<file path="src/obd_pkg.sv">
// ----------------------------------------------------------------------------
// obd_pkg
// Shared types, rule codes and the mode-1 PID lookup for the value decoder.
// ----------------------------------------------------------------------------
`default_nettype none
package obd_pkg;

	localparam int unsigned QueueDepth = 2;

	typedef logic [4:0] rule_t;
	localparam rule_t R_NONE    = 5'd0;
	localparam rule_t R_SIMPLE  = 5'd1;
	localparam rule_t R_OFF40   = 5'd2;
	localparam rule_t R_PCT     = 5'd3;
	localparam rule_t R_CTR     = 5'd4;
	localparam rule_t R_RPM     = 5'd5;
	localparam rule_t R_KPA     = 5'd6;
	localparam rule_t R_FPRESS  = 5'd7;
	localparam rule_t R_TIMING  = 5'd8;
	localparam rule_t R_MAF     = 5'd9;
	localparam rule_t R_O2V     = 5'd10;
	localparam rule_t R_RAILVAC = 5'd11;
	localparam rule_t R_RAILW10 = 5'd12;
	localparam rule_t R_EVAP    = 5'd13;
	localparam rule_t R_CAT     = 5'd14;
	localparam rule_t R_VOLT    = 5'd15;
	localparam rule_t R_EQUIV   = 5'd16;
	localparam rule_t R_U16     = 5'd17;
	localparam rule_t R_FRATE   = 5'd18;
	localparam rule_t R_INJ     = 5'd19;
	localparam rule_t R_ABSEVAP = 5'd20;
	localparam rule_t R_MPH     = 5'd21;
	localparam rule_t R_ABSLOAD = 5'd22;
	localparam rule_t R_MAXMAF  = 5'd23;

	typedef logic [1:0] status_t;
	localparam status_t ST_OK    = 2'd0;
	localparam status_t ST_UNKN  = 2'd1;
	localparam status_t ST_SHORT = 2'd2;

	localparam logic [7:0] MODE_CURRENT = 8'd1;

	// Classified item handed from the front to the back part
	typedef struct packed {
		rule_t       rule;
		status_t     status;
		logic [7:0]  a;
		logic [15:0] w;
		logic [7:0]  pid;
	} cls_t;

	// Mode-1 PID to scaling rule
	function automatic rule_t rule_of(input logic [7:0] pid);
		rule_t r;
		case (pid)
			8'h05, 8'h0F, 8'h46, 8'h5C: r = R_OFF40;
			8'h04, 8'h11, 8'h2F, 8'h45, 8'h47, 8'h49, 8'h2C, 8'h52, 8'h4A,
			8'h4B, 8'h4C, 8'h5A, 8'h5B, 8'h2E, 8'h4F: r = R_PCT;
			8'h06, 8'h07, 8'h08, 8'h09, 8'h2D, 8'h56, 8'h57, 8'h58: r = R_CTR;
			8'h42: r = R_VOLT;
			8'h0E: r = R_TIMING;
			8'h10: r = R_MAF;
			8'h0D: r = R_MPH;
			8'h0C: r = R_RPM;
			8'h44: r = R_EQUIV;
			8'h0B, 8'h33: r = R_KPA;
			8'h14, 8'h15, 8'h16, 8'h17: r = R_O2V;
			8'h0A: r = R_FPRESS;
			8'h1F, 8'h21, 8'h31, 8'h4D, 8'h4E: r = R_U16;
			8'h22: r = R_RAILVAC;
			8'h23, 8'h59: r = R_RAILW10;
			8'h3C, 8'h3D, 8'h3E, 8'h3F: r = R_CAT;
			8'h32, 8'h55: r = R_EVAP;
			8'h30, 8'h51: r = R_SIMPLE;
			8'h43: r = R_ABSLOAD;
			8'h50: r = R_MAXMAF;
			8'h54: r = R_ABSEVAP;
			8'h5D: r = R_INJ;
			8'h5E: r = R_FRATE;
			default: r = R_NONE;
		endcase
		return r;
	endfunction

	function automatic logic [1:0] bytes_needed(input rule_t r);
		logic [1:0] n;
		case (r)
			R_SIMPLE, R_OFF40, R_PCT, R_CTR, R_KPA, R_FPRESS, R_TIMING,
			R_MPH, R_MAXMAF: n = 2'd1;
			default: n = 2'd2;
		endcase
		return n;
	endfunction

endpackage
`default_nettype wire

</file>
<file path="src/obd_if.sv">
// ----------------------------------------------------------------------------
// obd_in_if / obd_out_if
// Valid/ready channels for responses and decoded results.
// ----------------------------------------------------------------------------
`default_nettype none
interface obd_in_if;
	logic       valid;
	logic       ready;
	logic [7:0] service_mode;
	logic [7:0] pid_code;
	logic [7:0] first_data_byte;
	logic [7:0] second_data_byte;
	logic [2:0] data_count;
	modport source(output valid, service_mode, pid_code, first_data_byte,
		second_data_byte, data_count, input ready);
	modport sink(input valid, service_mode, pid_code, first_data_byte,
		second_data_byte, data_count, output ready);
endinterface

`default_nettype wire

</file>
<file path="src/obd_front.sv">
// ----------------------------------------------------------------------------
// obd_front
// Accepts responses, classifies them and queues them for the back part.
// ----------------------------------------------------------------------------
`default_nettype none
module obd_front #(
	parameter int unsigned DEPTH = obd_pkg::QueueDepth
) (
	input  wire logic        clk,
	input  wire logic        arst_n,
	obd_in_if.sink           rsp,
	output obd_pkg::cls_t    q_data,
	output logic             q_valid,
	input  wire logic        q_pop
);
	import obd_pkg::*;

	localparam int unsigned AW = (DEPTH > 1) ? $clog2(DEPTH) : 1;

	cls_t           mem_q [DEPTH];
	logic [AW-1:0]  wr_q, rd_q;
	logic [AW:0]    cnt_q;
	cls_t           cls;
	rule_t          rule;
	logic           push;

	// Classification
	always_comb begin
		rule = (rsp.service_mode == MODE_CURRENT) ? rule_of(rsp.pid_code) : R_NONE;
		cls.rule = rule;
		cls.a    = rsp.first_data_byte;
		cls.w    = {rsp.first_data_byte, rsp.second_data_byte};
		cls.pid  = rsp.pid_code;
		if (rule == R_NONE) begin
			cls.status = ST_UNKN;
		end else if (rsp.data_count < {1'b0, bytes_needed(rule)}) begin
			cls.status = ST_SHORT;
		end else begin
			cls.status = ST_OK;
		end
	end

	assign rsp.ready = (cnt_q < (AW+1)'(DEPTH)) || q_pop;
	assign push      = rsp.valid && rsp.ready;
	assign q_valid   = (cnt_q != '0);
	assign q_data    = mem_q[rd_q];

	// Queue storage
	always_ff @(posedge clk) begin
		if (push) begin
			mem_q[wr_q] <= cls;
		end
	end

	// Queue pointers
	always_ff @(posedge clk or negedge arst_n) begin
		if (!arst_n) begin
			wr_q  <= '0;
			rd_q  <= '0;
			cnt_q <= '0;
		end else begin
			if (push) begin
				wr_q <= (wr_q == AW'(DEPTH-1)) ? '0 : wr_q + 1'b1;
			end
			if (q_pop) begin
				rd_q <= (rd_q == AW'(DEPTH-1)) ? '0 : rd_q + 1'b1;
			end
			cnt_q <= cnt_q + (AW+1)'(push) - (AW+1)'(q_pop);
		end
	end

	a_no_overflow: assert property (@(posedge clk) disable iff (!arst_n)
		cnt_q <= (AW+1)'(DEPTH)) else $error("queue overflow");
	a_pop_valid: assert property (@(posedge clk) disable iff (!arst_n)
		q_pop |-> q_valid) else $error("pop from empty queue");
	a_full_stall: assert property (@(posedge clk) disable iff (!arst_n)
		(cnt_q == (AW+1)'(DEPTH) && !q_pop) |-> !rsp.ready) else $error("ready while full");
endmodule
`default_nettype wire

</file>
<file path="src/flat_wrapper.sv">
// flat-port wrapper written by rule: the top's interface ports become plain ports
module obd_front_flat import obd_pkg::*;
#(
	parameter int unsigned DEPTH = obd_pkg::QueueDepth
)
  (clk, arst_n, q_data, q_valid, q_pop, rsp_valid, rsp_service_mode, rsp_pid_code, rsp_first_data_byte, rsp_second_data_byte, rsp_data_count, rsp_ready);
  obd_in_if rsp_i ();
  input  wire logic clk;
  input  wire logic arst_n;
  output obd_pkg::cls_t q_data;
  output logic q_valid;
  input  wire logic q_pop;
  input wire logic [$bits(rsp_i.valid)-1:0] rsp_valid;
  input wire logic [$bits(rsp_i.service_mode)-1:0] rsp_service_mode;
  input wire logic [$bits(rsp_i.pid_code)-1:0] rsp_pid_code;
  input wire logic [$bits(rsp_i.first_data_byte)-1:0] rsp_first_data_byte;
  input wire logic [$bits(rsp_i.second_data_byte)-1:0] rsp_second_data_byte;
  input wire logic [$bits(rsp_i.data_count)-1:0] rsp_data_count;
  output wire logic [$bits(rsp_i.ready)-1:0] rsp_ready;
  assign rsp_i.valid = rsp_valid;
  assign rsp_i.service_mode = rsp_service_mode;
  assign rsp_i.pid_code = rsp_pid_code;
  assign rsp_i.first_data_byte = rsp_first_data_byte;
  assign rsp_i.second_data_byte = rsp_second_data_byte;
  assign rsp_i.data_count = rsp_data_count;
  assign rsp_ready = rsp_i.ready;
  obd_front #(.DEPTH(DEPTH)) u_core (.clk(clk), .arst_n(arst_n), .rsp(rsp_i), .q_data(q_data), .q_valid(q_valid), .q_pop(q_pop));
endmodule
</file>
<file path="config.mk">
export PLATFORM = sky130hd
export DESIGN_NAME = obd_front_flat
export DESIGN_NICKNAME = d
export VERILOG_FILES = /design/src/obd_pkg.sv /design/src/obd_if.sv /design/src/obd_front.sv /design/src/flat_wrapper.sv
export SDC_FILE = /design/constraint.sdc
export NUM_CORES = 1
export LEC_CHECK = 0
export ABC_CLOCK_PERIOD_IN_PS = 3300
export BUFFER_PORTS_ARGS = -buffer_cell sky130_fd_sc_hd__buf_2
export CAP_MARGIN = 20
export CORE_UTILIZATION = 50
export CTS_CLUSTER_DIAMETER = 80
export DETAILED_ROUTE_END_ITERATION = 10
export GPL_ROUTABILITY_DRIVEN = 0
export MAX_ROUTING_LAYER = met4
export PLACE_DENSITY = 0.75
export SETUP_SLACK_MARGIN = 0.2
export SYNTH_ARGS = -nofsm -noshare
export SYNTH_HDL_FRONTEND = slang
export SYNTH_SLANG_ARGS = --single-unit
</file>
<file path="constraint.sdc">
create_clock -name clk -period 3.3 [get_ports clk]
set_clock_uncertainty 0.05 [all_clocks]
set_input_delay 0.165 -clock clk [delete_from_list [all_inputs] [get_ports clk]]
set_output_delay 0.165 -clock clk [all_outputs]
set_load 0.01 [all_outputs]
</file>
==> flow_summary.yaml, run 1 <==
status:
  outcome: "finished, violations left"
  violations: "DRC"
worst_setup_path:
  worstPathCellList: "dlygate4sd3_1 > buf_2 > nor2_4 > nand2_1 > or3_1 > o32a_1 > a21oi_1 > o22ai_1 > mux2_2 > ha_1 > nor3b_1 > a2111oi_4"
  crit_required_ps: 3320
  cp.depth: 12
  cp_slowest_stage_delay_ps: 540
  worstSetupPathType: "input pin to register"
  critPathLaunchType: "input pin"
  cp_num_buf_inv: 2
  slowest_stage: "dlygate4sd3_1"
  arrival_ps: 3000
  reg2reg_depth: 3
  cp_top_family: "simple AND/OR/NAND/NOR gates"
  cp-end-kind: "register"
  cp_max_fo: 3
global_routing:
  globalRouteTotalUtil_pct: 20.2
  grt.overflow.total: 0
  grt_pass1_wl_um: 10700
  antenna_found_initial: 0
  grt_pass1_vias: 2254
  grt_max_degree: 32
synth:
  synth.distinct_cells: 62
  synth_compound_area_share_pct: 11.5
  synth_xor_xnor_area_share_pct: 1.28
  yosys-mux-area-fraction_pct: 11.1
  yosysWarnings: 0
  synth_area_um2: 3430
  syn_avg_cell_area_um2: 13.7
  synthSimpleGateAreaFrac_pct: 9.62
  ys_ff_latch: 66
  synth_edf_count: 62
  syn-num-nets: 300
  synth-seq-area-share_pct: 57.1
  synthAdderAreaFrac_pct: 3.64
  async_reset_ff_share_pct: 6.06
  netlist_instances: 251
  ys.flop_type: "edfxtp_1"
  synth_top_family_by_area: "compound AO/OA/AOI/OAI gates"
place:
  place_ws_ps: 50.2
  portBuffers: 79
  place_area_um2: 3840
  dp_hpwl_um: 4500
final_layout:
  n_antenna_cell: 0
  nets: 395
  drive_gt1_share_pct: 42.6
  final_area_um2: 4260
  syn_to_final_growth_pct: 24.0
route:
  drc: 6
  met1_length_um: 3050
  wirelength_um: 6740
  wl_met3_um: 383
  wl_met2_um: 3150
  ant_nets: 0
  top_layer: "met4"
  routedWlPerCell_um: 15.8
  drt_iter0_drc: 106
  vias_per_cell: 5.51
  via_count: 2352
  drt_first_pass_iters: 8
timing:
  fin_crit_sh_pct: 90.3
  tightest_slew_ps: 924
  setup_violations: 0
  timing.setup.tns_ps: 0
  final.setup.worst_slack_ps: 320
  finalHoldViolCount: 0
  finalCriticalPeriod_ps: 2980
  fmax_ghz: 0.336
  drv_slew: 0
  rsz0062_at_grt: "false"
  relSlewSlack_pct: 38.2
clocking:
  clkLatencyLatePin_ps: 330
  cts_tree: "done"
  clk_path_buf_depth: 2
  post_cts_buffers: 0
  tritoncts_num_sinks: 66
  cts.root.buffer_cell: "clkbuf_8"
  cts_buffers: 9
  htree_levels: 3
  clk_pin_slew_ps: 70
power:
  clock_power_share_pct: 24.9
  switching_share_pct: 29.3
  ir_drop_mv: 0.267
  p_leak_uw: 0.00169
  internal-power_uw: 1940
  netSwitchingPower_uw: 806
  powerDensity_nw_per_um2: 645
  p_comb_share_pct: 31.5
  seqPwrFrac_pct: 43.6
run:
  cap_viol_max_count: 0
hold_path:
  hold_path.class: "input pin to register"
  min_path_cells: 1
die:
  die_h_um: 84.9
  die_w_um: 84.9
  die-area_um2: 7200
  start_util_pct: 52.9
  rows: 29
  ios: 80
  coreArea_um2: 6490
==> final timing paths <==
check | slack [ps] | to | start
setup / recovery | 320 | u_core.mem_q[1][33]$_DFFE_PP_ | rsp_pid_code[7]
hold / removal | 100 | u_core.mem_q[1][0]$_DFFE_PP_ | rsp_pid_code[0]
setup reg to reg | 1480 | u_core.mem_q[0][34]$_DFFE_PP_ | u_core.cnt_q[1]$_DFF_PN0_
hold reg to reg | 440 | u_core.cnt_q[1]$_DFF_PN0_ | u_core.cnt_q[1]$_DFF_PN0_
max in group asynchronous | 2940 | u_core.rd_q$_DFFE_PN0P_ | arst_n
min in group asynchronous | 120 | u_core.cnt_q[1]$_DFF_PN0_ | arst_n
==> state kept, by name (all words and copies together), names as in the netlist <==
signal and count:
u_core.mem_q 62, u_core.cnt_q 2, u_core.rd_q 1, u_core.wr_q 1
==> synthesized netlist by cell type, types with 2 or more instances <==
cell type   n  area, um2
a211oi_2    2       25.0
a21oi_1     7       35.0
and2_1      3       18.8
and2b_1     2       15.0
and3_1      3       18.8
buf_1       3       11.3
buf_2       4       20.0
buf_4       8       60.1
buf_6       5       56.3
clkbuf_1    2       7.51
dfrtp_1     4        100
edfxtp_1   62       1860
ha_1       10        125
inv_1      10       37.5
mux2_2     33        372
nand2_1     7       26.3
nand2b_1   10       62.6
nand3_1     2       10.0
nand4_1     2       12.5
nor2_1      8       30.0
nor2b_1     5       31.3
nor3_1      2       10.0
nor3b_1     2       15.0
nor4_1      2       12.5
o211ai_1    2       15.0
o21ai_0     6       30.0
o22ai_1     4       25.0
o31ai_1     3       22.5
or2_2       2       12.5
xnor2_1     3       26.3
xor2_1      2       17.5
==> layout by cell type, fill, tap and decap left out, drive strengths merged, types with 7 or more instances in the layout <==
cell type,count
nor2,8
nand2b,10
buf,87
a21oi,7
dlygate4sd3,19
o21ai,8
edfxtp,62
mux2,33
ha,10
clkbuf,11
nand2,7
inv,11
==> repair_timing <==
action,in CTS,in global routing
gates resized for setup,0,6
hold endpoints to repair,39,0
hold buffers,19,0
setup endpoints to repair,0,2
==> layer usage <==
layer	global-route usage (%)	up-vias
li1	-	1126
met1	25.3	1118
met2	31.6	90
met3	5.54	18
met4	7.86	0
met5	-	-
==> area by class of cell <==
cell class | count | area (um2)
clock buffers | 11 | 131
clock inverters | 4 | 67.6
fillers | 492 | 2240
inverters | 11 | 41.3
multi-input cells | 152 | 1310
flip-flops and latches | 66 | 1960
well taps | 77 | 96.3
repair buffers | 106 | 646
==> power by group through the flow <==
| stage | Combinational, uW | Sequential, uW | Clock [uW] |
|---|---|---|---|
| finish | 866 | 1200 | 684 |
| global route | 936 | 1220 | 739 |
| CTS | 874 | 1200 | 703 |
| detailed placement | 848 | 1220 | 0 |
| global placement | 842 | 1210 | 0 |
| floorplan | 639 | 1160 | 0 |
==> through the flow <==
step           total power (uW)  cells  hold WS [ps]  utilization (%)
4_1_cts                    2770    427          75.1             65.1
3_5_place_dp               2070    393         -69.9             59.1
5_1_grt                    2890    427          90.2             65.6
2_1_floorplan              1800    251          -181                -
6_report                   2750    427          97.8             65.6
3_3_place_gp               2050    393         -73.5             59.1
==> worst reg2reg max path, delay by kind of cell, from the launching register on <==
kind / cells / cell delay, ps
and+or+nand+nor: 3 / 970
DFF: 1 / 400
==> kinds of logic (layout without fill, tap and decap cells) <==
group | after synthesis | after routing
flip-flops | 66 | 66
AND/OR/NAND/NOR | 56 | 56
AO/OA/AOI/OAI | 47 | 47
multiplexers | 34 | 34
buffers and inverters | 33 | 132
adder cells (fa/ha/maj) | 10 | 10
XOR/XNOR | 5 | 5
(Power assumes the default switching activity.)
==> run 2: changes to the inputs <==
--- a/config.mk
+++ b/config.mk
@@ -14,6 +14,7 @@
 export GPL_ROUTABILITY_DRIVEN = 0
 export MAX_ROUTING_LAYER = met4
 export PLACE_DENSITY = 0.75
+export RECOVER_POWER = 50
 export SETUP_SLACK_MARGIN = 0.2
 export SYNTH_ARGS = -nofsm -noshare
 export SYNTH_HDL_FRONTEND = slang
==> flow_summary.yaml, run 2 (synthesis results as in run 1) <==
timing:
  drv_slew: 32
  finalHoldViolCount: 0
  timing.setup.tns_ps: 0
  final.setup.worst_slack_ps: 304
  finalCriticalPeriod_ps: 3000
  fin_crit_sh_pct: 90.8
  rsz0062_at_grt: "false"
  relSlewSlack_pct: -21.6
  fin_hold_ws_ps: 90.1
  fmax_ghz: 0.334
  tightest_slew_ps: 1820
  setup_violations: 0
clocking:
  clk_pin_slew_ps: 70
  cts_buffers: 9
  clk_path_buf_depth: 2
  tritoncts_num_sinks: 66
  clkLatencyLatePin_ps: 330
  post_cts_buffers: 0
  cts.root.buffer_cell: "clkbuf_8"
  htree_levels: 3
  cts_tree: "done"
final_layout:
  regMostFlops: "u_core.mem_q"
  syn_to_final_growth_pct: 23.3
  n_antenna_cell: 0
  largest_reg_flops: 62
  final_cell_mix: "64 x buf_2, 62 x edfxtp_1, 33 x mux2_2"
  reg_top3: "u_core.mem_q: 62 flops, u_core.cnt_q: 2 flops"
  drive_gt1_share_pct: 37.7
  layout_commonest_cell: "buf_2"
  nets: 395
run:
  cap_viol_max_count: 1
route:
  ant_nets: 0
  wirelength_um: 6730
  drc: 6
  drt_first_pass_iters: 9
  vias_per_cell: 5.48
  via_count: 2339
  routedWlPerCell_um: 15.8
  drt_iter0_drc: 93
global_routing:
  grt_max_degree: 32
  grt_pass1_vias: 2254
  antenna_found_initial: 0
  grt_pass1_wl_um: 10700
  grt.overflow.total: 0
  globalRouteTotalUtil_pct: 20.2
status:
  outcome: "finished, violations left"
  violations: "DRC, capacitance limit, slew limit"
die:
  rows: 29
  ios: 80
  die_h_um: 84.9
  die_w_um: 84.9
  die-area_um2: 7200
  start_util_pct: 52.9
  coreArea_um2: 6490
hold_path:
  hold_path.class: "input pin to register"
power:
  ir_drop_mv: 0.265
  powerDensity_nw_per_um2: 647
  p_total_uw: 2740
  p_leak_uw: 0.00165
worst_setup_path:
  crit_required_ps: 3320
  arrival_ps: 3010
  cp_max_fo: 3
  critPathLaunchType: "input pin"
  worstSetupPathType: "input pin to register"
  cp-end-kind: "register"
place:
  portBuffers: 79
  dp_hpwl_um: 4500
  place_ws_ps: 50.2
==> run 2: cell types whose count changed in the layout (fill, tap and decap cells not counted) <==
cell / previous run / this run
buf_2: 79 / 64
and2_1: 3 / 2
clkbuf_1: 2 / 19
buf_4: 8 / 6
and2_0: 0 / 1
==> run 2: per-stage QoR <==
step | utilization, % | area [um2] | std cells
final | 65.2 | 4230 | 427
after global routing | 65.2 | 4230 | 427
after CTS | 65.1 | 4230 | 427
after detailed placement | 59.1 | 3840 | 393
after global placement | 59.1 | 3840 | 393
after floorplan | - | 3430 | 251
==> run 2: repair_timing <==
| item | in CTS | in global routing |
|---|---|---|
| hold endpoints to repair | 39 | 0 |
| hold buffers | 19 | 0 |
| setup endpoints to repair | 0 | 2 |
| resized for setup | 0 | 6 |
==> run 2: per-layer routing <==
| metal | GRT usage, % | part of all wire, % | vias to the layer above |
|---|---|---|---|
| met5 | - | 0 | - |
| met4 | 7.86 | 2.2 | 0 |
| met3 | 5.54 | 6.4 | 16 |
| met2 | 31.6 | 48 | 93 |
| met1 | 25.3 | 44 | 1103 |
| li1 | - | - | 1127 |
==> run 2: path summary, 6_finish.rpt <==
path / startpoint / endpoint / slack (ps) / depth (start not counted)
setup / recovery: rsp_pid_code[7] / u_core.mem_q[1][33]$_DFFE_PP_ / 300 / 12
hold / removal: rsp_pid_code[0] / u_core.mem_q[1][0]$_DFFE_PP_ / 90 / 1
setup reg to reg: u_core.cnt_q[1]$_DFF_PN0_ / u_core.mem_q[1][10]$_DFFE_PP_ / 840 / 3
hold reg to reg: u_core.cnt_q[1]$_DFF_PN0_ / u_core.cnt_q[1]$_DFF_PN0_ / 440 / 1
max in group asynchronous: arst_n / u_core.rd_q$_DFFE_PN0P_ / 2830 / 2
min in group asynchronous: arst_n / u_core.cnt_q[1]$_DFF_PN0_ / 160 / 2
==> run 2: layout make-up <==
class | count | area, um2
Clock buffer | 11 | 131
Clock inverter | 4 | 67.6
Fill cell | 504 | 2260
Inverter | 11 | 41.3
Multi-Input combinational cell | 152 | 1310
Sequential cell | 66 | 1960
Tap cell | 77 | 96.3
Timing Repair Buffer | 106 | 619
==> run 2: where the power goes <==
group | internal [uW] | leakage, uW | total, uW | switching (uW)
logic | 405 | 0.000919 | 854 | 449
clock network | 417 | 0.0000985 | 683 | 266
registers | 1110 | 0.000629 | 1200 | 87.5
total | 1930 | 0.00165 | 2740 | 803
==> run 2: critical path, stage by stage <==
cell and delay, ps:
dlygate4sd3_1 540, clkbuf_1 150, nor2_4 160, nand2_1 80, or3_1 300, o32a_1 310
a21oi_1 170, o22ai_1 100, mux2_2 290, ha_1 330, nor3b_1 350, a2111oi_4 80
==> run 3: changes to the inputs <==
--- a/config.mk
+++ b/config.mk
@@ -12,7 +12,6 @@
 export CTS_CLUSTER_DIAMETER = 80
 export DETAILED_ROUTE_END_ITERATION = 10
 export GPL_ROUTABILITY_DRIVEN = 0
-export MAX_ROUTING_LAYER = met4
 export PLACE_DENSITY = 0.75
 export RECOVER_POWER = 50
 export SETUP_SLACK_MARGIN = 0.2
==> flow_summary.yaml, run 3 (synthesis results as in run 1) <==
hold_path:
  min_from: "rsp_pid_code[0]"
  min_path_cells: 1
  hold_path.class: "input pin to register"
clocking:
  clk_pin_slew_ps: 70
  cts.root.buffer_cell: "clkbuf_8"
  tritoncts_num_sinks: 66
  htree_levels: 3
  clkLatencyLatePin_ps: 330
  clk_path_buf_depth: 2
  cts_buffers: 9
  cts_tree: "done"
global_routing:
  grt.overflow.total: 0
  grt_pass1_vias: 2257
  grt_pass1_wl_um: 10800
  globalRouteTotalUtil_pct: 19.6
  antenna_found_initial: 0
  grt_max_degree: 32
final_layout:
  final_cell_mix: "64 x buf_2, 62 x edfxtp_1, 33 x mux2_2"
  syn_to_final_growth_pct: 23.3
  regMostFlops: "u_core.mem_q"
  largest_reg_flops: 62
  drive_gt1_share_pct: 37.7
  layout_commonest_cell: "buf_2"
  n_antenna_cell: 0
  reg_top3: "u_core.mem_q: 62 flops, u_core.cnt_q: 2 flops"
  nets: 395
route:
  routedWlPerCell_um: 15.8
  drt_iter0_drc: 90
  drc: 6
  wirelength_um: 6730
  vias_per_cell: 5.47
  ant_nets: 0
  via_count: 2334
  drt_first_pass_iters: 8
worst_setup_path:
  reg2reg_depth: 3
  crit_start: "rsp_pid_code[7]"
  cp_max_fo: 3
  crit_required_ps: 3310
  critPathLaunchType: "input pin"
  cp-end-kind: "register"
  r2r_slack_ps: 840
  r2r-start: "u_core.cnt_q[1]$_DFF_PN0_"
  worstSetupPathType: "input pin to register"
  arrival_ps: 3020
run:
  cap_viol_max_count: 1
timing:
  fin_hold_ws_ps: 99.0
  rsz0062_at_grt: "false"
  tightest_slew_ps: 1820
  drv_slew: 32
  timing.setup.tns_ps: 0
  setup_violations: 0
  finalHoldViolCount: 0
  fin_crit_sh_pct: 90.9
  relSlewSlack_pct: -21.2
  finalCriticalPeriod_ps: 3000
  fmax_ghz: 0.333
die:
  die-area_um2: 7200
  die_w_um: 84.9
  coreArea_um2: 6490
  start_util_pct: 52.9
  die_h_um: 84.9
  rows: 29
  ios: 80
status:
  violations: "DRC, capacitance limit, slew limit"
  outcome: "finished, violations left"
power:
  ir_drop_mv: 0.265
  powerDensity_nw_per_um2: 647
  p_leak_uw: 0.00165
place:
  portBuffers: 79
  dp_hpwl_um: 4500
[run 3: layout make-up]
| class | count | area [um2] |
|---|---|---|
| clock buffers | 11 | 131 |
| clock inverters | 4 | 67.6 |
| fillers | 504 | 2260 |
| inverters | 11 | 41.3 |
| multi-input cells | 152 | 1310 |
| flip-flops and latches | 66 | 1960 |
| well taps | 77 | 96.3 |
| repair buffers | 106 | 619 |
[run 3: per-layer routing]
layer  track usage (%)  vias to the layer above  share of wire, %
li1                  -                     1125                 -
met1              24.9                     1109                45
met2              31.7                       84                47
met3              5.74                       16               5.7
met4              7.86                        0               2.3
met5                 0                        -                 0
[run 3: power by group]
| group | switching [uW] | internal [uW] |
|---|---|---|
| sequential | 88.5 | 1110 |
| clock | 265 | 417 |
| combinational | 450 | 405 |
| total | 803 | 1930 |
[run 3: critical path, stage by stage]
cell and delay, ps:
dlygate4sd3_1 540, clkbuf_1 150, nor2_4 160, nand2_1 80, or3_1 300, o32a_1 320
a21oi_1 170, o22ai_1 100, mux2_2 280, ha_1 340, nor3b_1 350, a2111oi_4 80
[run 3: path summary, 6_finish.rpt]
check | end
max | u_core.mem_q[1][33]$_DFFE_PP_
min | u_core.mem_q[1][0]$_DFFE_PP_
max reg2reg | u_core.mem_q[1][6]$_DFFE_PP_
min reg2reg | u_core.cnt_q[1]$_DFF_PN0_
max in group asynchronous | u_core.rd_q$_DFFE_PN0P_
min in group asynchronous | u_core.cnt_q[1]$_DFF_PN0_
[run 3: stage by stage]
stage | util (%) | instances | area (um2) | total power (uW) | setup slack (ps)
floorplan | - | 251 | 3430 | 1800 | 368
global placement | 59.1 | 393 | 3840 | 2050 | 118
detailed placement | 59.1 | 393 | 3840 | 2070 | 50.2
CTS | 65.1 | 427 | 4230 | 2770 | 248
global route | 65.2 | 427 | 4230 | 2880 | 145
finish | 65.2 | 427 | 4230 | 2740 | 299
[run 3: repair_timing]
| action | CTS | global route |
|---|---|---|
| endpoints found under the setup margin | 0 | 2 |
| endpoints found under the hold margin | 39 | 0 |
| hold buffers | 19 | 0 |
| buffers inserted | 0 | 0 |
| resized for setup | 0 | 6 |
